$ cat config.mk
export PLATFORM = sky130hd
export DESIGN_NAME = chained_bump_allocator_unit
export DESIGN_NICKNAME = d
export VERILOG_FILES = /design/src/hdl/cba_pkg.sv /design/src/hdl/chained_bump_allocator_unit.sv
export SDC_FILE = /design/constraint.sdc
export NUM_CORES = 1
export LEC_CHECK = 0
export BUFFER_PORTS_ARGS = -buffer_cell sky130_fd_sc_hd__buf_2
export CORE_AREA = 2 2 136 270
export CTS_BUF_LIST = sky130_fd_sc_hd__clkbuf_4
export CTS_CLUSTER_DIAMETER = 100
export DETAILED_ROUTE_END_ITERATION = 10
export DIE_AREA = 0 0 138 272
export SKIP_LAST_GASP = 1
export SLEW_MARGIN = 20
export SYNTH_ARGS = -nofsm -noshare
export SYNTH_HDL_FRONTEND = slang
export SYNTH_SLANG_ARGS = --single-unit
export TNS_END_PERCENT = 1
$ cat constraint.sdc
create_clock -name i_clk -period 18.8 [get_ports i_clk]
set_input_delay 3.76 -clock i_clk [delete_from_list [all_inputs] [get_ports i_clk]]
set_output_delay 3.76 -clock i_clk [all_outputs]
set_load 0.02 [all_outputs]
$ cat src/hdl/cba_pkg.sv
// Package for the chained bump allocator: transaction payload types,
// result status codes, controller states and the alignment helper.
// No dependencies.
`default_nettype none

package cba_pkg;

    // Configuration port geometry and register addresses.
    localparam int unsigned CfgAddrW = 3;
    localparam logic [CfgAddrW-1:0] ADDR_CHUNK_SIZE = 3'd0;
    localparam logic [15:0] CHUNK_SIZE_RESET = 16'd4096;

    typedef enum logic [1:0] {
        ST_OK    = 2'd0,
        ST_NOFIT = 2'd1,
        ST_FULL  = 2'd2
    } t_status;

    typedef enum logic {
        ACT_TAKE  = 1'b0,
        ACT_RESET = 1'b1
    } t_action;

    typedef enum logic {
        S_IDLE = 1'b0,
        S_WALK = 1'b1
    } t_state;

    typedef struct packed {
        t_action     action;
        logic [15:0] request_size;
        logic [12:0] alignment;
    } t_alloc_req;

    typedef struct packed {
        t_status     status;
        logic [3:0]  chunk_index;
        logic [15:0] start_offset;
    } t_alloc_rsp;

    // Mask of the largest power of two not above the alignment, less one.
    // An alignment of zero behaves as one, giving an empty mask.
    function automatic logic [12:0] align_mask(input logic [12:0] a);
        logic [12:0] m;
        m = '0;
        for (int i = 0; i < 13; i++) begin
            if (a[i]) begin
                m = 13'((14'd1 << i) - 14'd1);
            end
        end
        return m;
    endfunction

endpackage

`default_nettype wire

$ cat src/hdl/chained_bump_allocator_unit.sv
// Chained bump allocator, top level: walk controller, fill-offset memory
// and the configuration register port. Depends on cba_pkg.
// A take accepted while idle walks one chunk per cycle; a grant or failure
// decided at a chunk is registered onto o_done, and busy stays high until
// the walk has decided, falling as o_done rises. A reset action answers
// on o_done without raising busy. The receiver cannot stall. i_rst_n
// (synchronous) empties every chunk, leaves one chunk open and sets
// chunk_size to 4096.
`default_nettype none

module chained_bump_allocator_unit
    import cba_pkg::*;
#(
    parameter int unsigned MAX_CHUNKS  = 16,
    parameter int unsigned OFFSET_BITS = 16
) (
    input  wire logic                i_clk,
    input  wire logic                i_rst_n,
    // Command channel.
    input  wire logic                start,
    input  wire t_alloc_req          i_req,
    output logic                     busy,
    // Result channel.
    output logic                     o_done,
    output t_alloc_rsp               o_rsp,
    // Configuration port.
    input  wire logic                psel,
    input  wire logic                penable,
    input  wire logic                pwrite,
    input  wire logic [CfgAddrW-1:0] paddr,
    input  wire logic [31:0]         pwdata,
    output logic [31:0]              prdata,
    output logic                     pready
);

    // Index width of the chunk memory and width of the open-chunk count.
    localparam int unsigned IdxW = (MAX_CHUNKS > 1) ? $clog2(MAX_CHUNKS) : 1;
    localparam int unsigned CntW = $clog2(MAX_CHUNKS + 1);
    // Arithmetic width: room for an offset, a rounding carry and a size.
    localparam int unsigned SumW = ((OFFSET_BITS > 16) ? OFFSET_BITS : 16) + 2;
    localparam logic [SumW-1:0] OffMax = SumW'((64'd1 << OFFSET_BITS) - 64'd1);

    // ------------------------------------------------------------------
    // Configuration register. Writes must arrive only while the block is idle; the block does not enforce it.
    // ------------------------------------------------------------------
    logic [15:0] r_chunk_size;
    logic        cfg_wr;

    assign pready = 1'b1;
    assign cfg_wr = psel && penable && pwrite && pready && (paddr == ADDR_CHUNK_SIZE);
    assign prdata = (paddr == ADDR_CHUNK_SIZE) ? {16'd0, r_chunk_size} : 32'd0;

    always_ff @(posedge i_clk) begin
        if (!i_rst_n) begin
            r_chunk_size <= CHUNK_SIZE_RESET;
        end else if (cfg_wr) begin
            r_chunk_size <= pwdata[15:0];
        end
    end

    // ------------------------------------------------------------------
    // Fill-offset memory. One synchronous read port and one write port.
    // Each entry carries a valid bit in flip-flops: an entry that is not
    // valid reads as an empty chunk, so a reset action or the opening of
    // a chunk only has to clear valid bits.
    // ------------------------------------------------------------------
    logic [OFFSET_BITS-1:0] mem [MAX_CHUNKS];
    logic [OFFSET_BITS-1:0] r_rdata;
    logic [IdxW-1:0]        rd_addr;
    logic                   mem_we;
    logic [OFFSET_BITS-1:0] mem_wdata;
    logic [IdxW-1:0]        r_idx, n_idx;

    always_ff @(posedge i_clk) begin
        if (mem_we) begin
            mem[r_idx] <= mem_wdata;
        end
        r_rdata <= mem[rd_addr];
    end

    // ------------------------------------------------------------------
    // Walk controller.
    // ------------------------------------------------------------------
    t_state               r_state, n_state;
    logic [MAX_CHUNKS-1:0] r_valid, n_valid;
    logic [CntW-1:0]      r_open, n_open;
    logic                 r_done, n_done;
    t_alloc_rsp           r_rsp, n_rsp;
    logic [15:0]          r_size, n_size;
    logic [12:0]          r_mask, n_mask;

    logic                 accept;
    logic [SumW-1:0]      fill;
    logic [SumW-1:0]      aligned;
    logic [SumW-1:0]      fill_end;
    logic [SumW-1:0]      limit;
    logic                 last_open;
    logic [31:0]          idx_wide;

    assign accept = start && (r_state == S_IDLE);
    assign busy   = (r_state != S_IDLE);

    // Datapath for the chunk whose offset is on the read port this cycle.
    always_comb begin
        fill      = r_valid[r_idx] ? SumW'(r_rdata) : '0;
        aligned   = (fill + SumW'(r_mask)) & ~SumW'(r_mask);
        fill_end  = aligned + SumW'(r_size);
        // The usable size saturates to what an offset can hold.
        limit     = (SumW'(r_chunk_size) < OffMax) ? SumW'(r_chunk_size) : OffMax;
        last_open = (32'(r_idx) + 32'd1) >= 32'(r_open);
        idx_wide  = 32'(r_idx);
    end

    always_comb begin
        n_state   = r_state;
        n_idx     = r_idx;
        n_valid   = r_valid;
        n_open    = r_open;
        n_done    = 1'b0;
        n_rsp     = r_rsp;
        n_size    = r_size;
        n_mask    = r_mask;
        rd_addr   = '0;
        mem_we    = 1'b0;
        mem_wdata = fill_end[OFFSET_BITS-1:0];

        unique case (r_state)
            S_IDLE: begin
                if (accept) begin
                    if (i_req.action == ACT_RESET) begin
                        // Empty every chunk; the open count is kept.
                        n_valid = '0;
                        n_done  = 1'b1;
                        n_rsp   = '{status: ST_OK, chunk_index: '0, start_offset: '0};
                    end else begin
                        // Start the walk at the first chunk.
                        n_state = S_WALK;
                        n_idx   = '0;
                        rd_addr = '0;
                        n_size  = i_req.request_size;
                        n_mask  = align_mask(i_req.alignment);
                    end
                end
            end
            S_WALK: begin
                priority if (fill_end <= limit) begin
                    // Granted: bump this chunk's offset past the allocation.
                    mem_we            = 1'b1;
                    n_valid[r_idx]    = 1'b1;
                    n_done            = 1'b1;
                    n_rsp.status       = ST_OK;
                    n_rsp.chunk_index  = idx_wide[3:0];
                    n_rsp.start_offset = aligned[15:0];
                    n_state           = S_IDLE;
                end else if (fill == '0) begin
                    // Even an empty chunk cannot hold the request.
                    n_done  = 1'b1;
                    n_rsp   = '{status: ST_NOFIT, chunk_index: '0, start_offset: '0};
                    n_state = S_IDLE;
                end else if (last_open && (r_open >= CntW'(MAX_CHUNKS))) begin
                    // Every chunk is in use and none had room.
                    n_done  = 1'b1;
                    n_rsp   = '{status: ST_FULL, chunk_index: '0, start_offset: '0};
                    n_state = S_IDLE;
                end else begin
                    // Move on; past the last chunk in use a fresh one is opened.
                    if (last_open) begin
                        n_valid[r_open[IdxW-1:0]] = 1'b0;
                        n_open                    = r_open + CntW'(1);
                    end
                    n_idx   = r_idx + IdxW'(1);
                    rd_addr = r_idx + IdxW'(1);
                end
            end
            default: begin
                n_state = S_IDLE;
            end
        endcase
    end

    always_ff @(posedge i_clk) begin
        if (!i_rst_n) begin
            r_state <= S_IDLE;
            r_valid <= '0;
            r_open  <= CntW'(1);
            r_done  <= 1'b0;
            r_idx   <= '0;
        end else begin
            r_state <= n_state;
            r_valid <= n_valid;
            r_open  <= n_open;
            r_done  <= n_done;
            r_idx   <= n_idx;
        end
    end

    // Payload registers need no reset.
    always_ff @(posedge i_clk) begin
        r_rsp  <= n_rsp;
        r_size <= n_size;
        r_mask <= n_mask;
    end

    assign o_done = r_done;
    assign o_rsp  = r_rsp;

endmodule

`default_nettype wire

# Word level (Yosys, flattened, before mapping)
# Memories as Yosys holds them, arrays and structs flattened. A register that Yosys moved wholly into a read port is not among the register bits.
# Cells that the tools add are included.
totals:
  wordCells: 138
  mem_bits_rw: 256
  input_bits: 71
  output_inout_bits: 57
  n_memories: 1
  regBits: 94
classes:
  n_reduce_logical: 24
  n_eq_ne: 10
  addsub: 5
  bitwise_logic: 10
  magnitude_cmp: 8
  muxes: 59
memory_table:
  columns: ["name", "depth", "width", "read_ports", "rd_clocked_by_memory_dff", "write_ports", "line_no", "source"]
  rows:
  - ["mem", 16, 16, 1, 1, 1, "chained_bump_allocator_unit.sv:67", "logic [OFFSET_BITS-1:0] mem [MAX_CHUNKS];"]
ops:
  columns: ["cell", "n"]
  rows:
  - ["two-way mux 16 bit", 9]
  - ["two-way mux 12 bit", 10]
  - ["two-way mux 22 bit", 5]
  - ["case mux 22 bit (2 select lines)", 1]
  - ["two-way mux 4 bit", 8]
  - ["case mux 16 bit (2 select lines)", 1]
  - ["adder 18 x 16 -> 18 bit", 1]
  - ["AND 17 x 18 -> 18 bit", 1]
  - ["<= comparator 18 x 16 -> 1 bit", 1]
  - ["zero test 18 bit", 1]
  - ["two-way mux 1 bit", 18]
  - ["inverter 13 -> 18 bit", 1]
  - ["adder 16 x 13 -> 17 bit", 1]
  - ["AND 16 bit", 1]
  - ["less-than comparator 16 bit (second input constant)", 1]
  - ["inverter 16 bit", 1]
  - ["OR 16 bit", 1]
  - ["case mux 4 bit (2 select lines)", 2]
  - ["AND reduction 5 bit", 3]
  - ["!= test 2 bit (second input constant)", 6]
  - ["OR reduction 11 bit", 1]
  - ["less-than comparator 4 x 5 -> 1 bit (second input constant)", 2]
  - ["OR reduction 10 bit", 1]
  - ["OR reduction 9 bit", 1]
  - ["23 further kinds", 38]

# Logic depth before layout (Yosys ltp)
depth:
  word_depth: 11
  ltp_mapped: 37
  ltp_nobuf: 33

# Least setup slack after synthesis
# No wires, ideal clock.
synth_timing:
  path_type: "input to output"
  from: "input port paddr[1]"
  to: "output port prdata[10]"
  n_path_buf: 1
  arrival_time_ps: 4679
  required_time_ps: 15040
  stages: 3
  path_slack_ps: 10361
  cell_sequence: "nor3_1 -> clkbuf_1 -> and2_1"
synth_via:
  elab_chain_len: 2
synth_rtl:
  columns: ["item", "line_no", "source"]
  rows:
  - ["start, declared", "chained_bump_allocator_unit.sv:30", "input wire logic [CfgAddrW-1:0] paddr,"]
  - ["zero test 3 bit", "chained_bump_allocator_unit.sv:51", "assign prdata = (paddr == ADDR_CHUNK_SIZE) ? {16'd0, r_chunk_size} : 32'd0;"]
  - ["two-way mux 16 bit", "chained_bump_allocator_unit.sv:51", null]
  - ["end, declared", "chained_bump_allocator_unit.sv:32", "output logic [31:0] prdata,"]
# Every way passes these cells.

# Worst setup path in the final report
layout_timing:
  from: "register r_idx[2]"
  to: "memory mem[3][7] (enable)"
layout_via:
  elab_chain_len: 11
layout_rtl:
  columns: ["item", "line_no", "source"]
  rows:
  - ["start, declared", "chained_bump_allocator_unit.sv:72", "logic [IdxW-1:0] r_idx, n_idx;"]
  - ["start signal, assigned", "chained_bump_allocator_unit.sv:193", "r_idx <= n_idx;"]
  - ["binary-select mux 1 bit (select 4 bit)", "chained_bump_allocator_unit.sv:105", "fill = r_valid[r_idx] ? SumW'(r_rdata) : '0;"]
  - ["two-way mux 1 bit (implied by the code)", "chained_bump_allocator_unit.sv:105", null]
  - ["two-way mux 16 bit", "chained_bump_allocator_unit.sv:105", null]
  - ["adder 16 x 13 -> 17 bit", "chained_bump_allocator_unit.sv:106", "aligned = (fill + SumW'(r_mask)) & ~SumW'(r_mask);"]
  - ["AND 17 x 18 -> 18 bit", "chained_bump_allocator_unit.sv:106", null]
  - ["net aligned[12]", "chained_bump_allocator_unit.sv:94", "logic [SumW-1:0] aligned;"]
  - ["adder 18 x 16 -> 18 bit", "chained_bump_allocator_unit.sv:107", "fill_end = aligned + SumW'(r_size);"]
  - ["net fill_end[15]", "chained_bump_allocator_unit.sv:95", "logic [SumW-1:0] fill_end;"]
  - ["<= comparator 18 x 16 -> 1 bit", "chained_bump_allocator_unit.sv:146", "priority if (fill_end <= limit) begin"]
  - ["two-way mux 1 bit", "chained_bump_allocator_unit.sv:146", null]
  - ["two-way mux 1 bit", "chained_bump_allocator_unit.sv:127", "unique case (r_state)"]
  - ["two-way mux 1 bit", "chained_bump_allocator_unit.sv:75", "if (mem_we) begin"]
  - ["two-way mux 1 bit (implied by the code)", "chained_bump_allocator_unit.sv:76", "mem[r_idx] <= mem_wdata;"]
  - ["end, declared", "chained_bump_allocator_unit.sv:67", null]
# The timed path passes the listed nets, and every way through them passes these cells. The select of a mux whose other input is x is not followed.

==> flow_summary.ini <==
[floorplanning]
die_x_um = 138
design.die.area_sq_um = 37500
ios = 128
die_y_um = 272
design.core.area_sq_um = 35600
rows = 98
initial_core_util = 0.462

[grt]
grtUsageTotal = 0.226
use_met1 = 0.225
use_met3 = 0.0411
busiest_layer = met2
grt_pass1_wl_um = 63500
antenna_found_initial = 1
grt_pass1_vias = 11007
grt_max_degree = 55
grt_overflow = 0
grt_use_met2 = 0.439

[detailed_routing]
ant_nets = 0
wl_per_cell_um = 22.3
num_vias = 10853
drc = 0
drt-initial-drc-count = 790
viasPerCell = 5.66
wirelength_um = 42800
dr.pass1.iters = 5

[layout]
area_delta_synth_final_pct = 12.9
multiInputGateArea_sq_um = 5700
drive_gt1_frac = 0.201
regArea_sq_um = 10400
fillCellCount = 3139
fin_util = 0.522
final_nets = 1532

[worst_setup_path]
startpoint_type = flip-flop
arrival_ns = 10.62
path_max_fanout = 19
cp_data_required_time_ns = 19.16
cp-end-kind = flip-flop
path_class = flip-flop to flip-flop

[cts]
cts.path.max_buffers = 3
postCtsSetupBuffers = 0
cts_resized = 0
path_clk_slew_ns = 0.08
postCtsHoldBufs = 0
cts_max_level = 3
root_buffer = clkbuf_4
cts_sinks = 365
clkLatencyLatePin_ns = 0.77
cts-buffers-inserted = 84
tritoncts = built

[timing]
skew_ns = 0.0417
finalCritPeriodShare = 0.546
tns_ns = 0
setup_viol = 0
max_freq_mhz = 97.5
worst_pin_slew_ns = 1.15
max_slew_margin = 0.235
min_period_ns = 10.26
fin_ws_ns = 8.54
rsz0062_at_grt = false
drv_slew = 0
final_hold_viol_count = 0

[synth]
syn_area_per_cell_sq_um = 13.2
synth_cells = 1245
ys_async_sr_fraction = 0
ys_seq_area_frac = 0.631
synth_flop_cell = edfxtp_1
synth_top_area_frac = 0.559
syn_area_sq_um = 16400
synthTopCellsByArea = edfxtp_1, dfxtp_1, mux2i_1
ys_ff_latch = 365
yosysMostFrequentCell = edfxtp_1
synth-edff-count = 306
synth_largest_area_cell = edfxtp_1
synth_common_cells = edfxtp_1, mux2i_1, nand2_1
yosys_warnings = 0
ys_types = 71

[power_and_ir_drop]
power.density_nw_per_um2 = 93.7
max-vdd-ir-drop_mv = 0.0485
p_leak_nw = 7.12

[hold_path]
hold_path_class = flip-flop to flip-flop

[placed_design]
port_buffers = 93
dp_slack_ns = 8.68
dp_hpwl_um = 27900
finalWeightedCongestion = 0.846

[outcome]
status = finished clean

[job]
cap_violations = 0
## worst max-delay path, cell delays in order (launching register included)
cell and delay, ns:
dfxtp_1 0.71, mux4_2 0.61, mux4_2 0.65, and2_1 0.24, ha_1 0.34, nor2b_1 0.17
o2111ai_1 0.22, a31oi_1 0.22, a31o_2 0.31, a21o_1 0.17, a21oi_1 0.22, xor2_1 0.23
ha_1 0.34, a21oi_1 0.17, o21ai_0 0.11, a211oi_1 0.39, a21oi_1 0.24, xor2_2 0.77
ha_1 0.31, nand4_1 0.11, o41ai_1 0.50, a211o_1 0.26, o211a_4 0.21, nand2_1 0.32
nor2_1 0.93, and3_1 1.06
## cell families (layout without fill, tap and decap cells)
group | after synthesis | count (layout) | synth area share
flip-flops | 365 | 365 | 0.631
XOR/XNOR | 32 | 32 | 0.0170
AO/OA/AOI/OAI | 283 | 283 | 0.121
AND/OR/NAND/NOR | 303 | 303 | 0.0915
adder cells (fa/ha/maj) | 58 | 58 | 0.0450
multiplexers | 100 | 100 | 0.0649
buffers and inverters | 102 | 308 | 0.0299
other | 2 | 18 | 0.000457
## stage by stage
step	cells	hold WS [ns]	cell area (sq um)	power [mW]
after global routing	1917	0.486	18600	1.81
after CTS	1915	0.474	18500	1.76
after detailed placement	1766	0.460	17500	1.12
final	1917	0.473	18600	1.74
after floorplan	1260	0.444	16500	1.05
after global placement	1766	0.460	17500	1.12
## state kept, by name (all words and copies together), names as in the netlist, 5 cells and up
signal	cells
mem	256
r_valid	16
r_open	5
r_rdata	16
r_size	16
r_chunk_size	16
o_rsp	22
r_mask	12
## cells in the final DEF (no fill, tap or decap), drive strengths merged, types with 4 or more instances in the layout
cell and n:
o21ai 44, buf 126, xnor2 16, and3 27
conb 17, nand4 7, nor4 7, nor3 45
a22oi 26, nand2b 5, nor2 58, o211ai 8
mux2i 92, nand2 78, a211o 4, clkinv 20
o31ai 12, a21o 15, a22o 18, ha 56
or3 13, inv 35, or2 6, clkbuf 123
edfxtp 306, mux4 5, and2 33, a31oi 7
dfxtp 59, nand3 7, xor2 16, o21a 6
a21oi 66, nor2b 10, a211oi 36, a2111oi 10
## power breakdown
part	internal (mW)	total (mW)	leakage, nW	switching (mW)
Combinational	0.0547	0.180	3.21	0.125
Sequential	0.916	0.922	3.26	0.00567
Clock	0.329	0.639	0.644	0.310
## cell type report
type,count,area share
Multi-Input combinational cell,793,0.307
Inverter,33,0.00667
Sequential cell,365,0.558
Timing Repair Buffer,126,0.0388
Antenna cell,1,0.000135
Clock buffer,123,0.0497
Tap cell,450,0.0303
Clock inverter,26,0.00903
## final timing paths
| check | to | cells past startpoint | slack, ns | startpoint |
|---|---|---|---|---|
| hold reg to reg | r_chunk_size[7] | 2 | 0.47 | r_chunk_size[7] |
| setup reg to reg | mem[3][7] | 25 | 8.54 | r_idx[2] |
| setup / recovery | mem[3][7] | 25 | 8.54 | r_idx[2] |
| hold / removal | r_chunk_size[7] | 2 | 0.47 | r_chunk_size[7] |
## per-layer routing
metal  share of wire  wire (um)
met1            0.35      14800
met2            0.56      23900
met3           0.048       2060
met4           0.047       2030
met5               0          0
(Power assumes the default switching activity.)
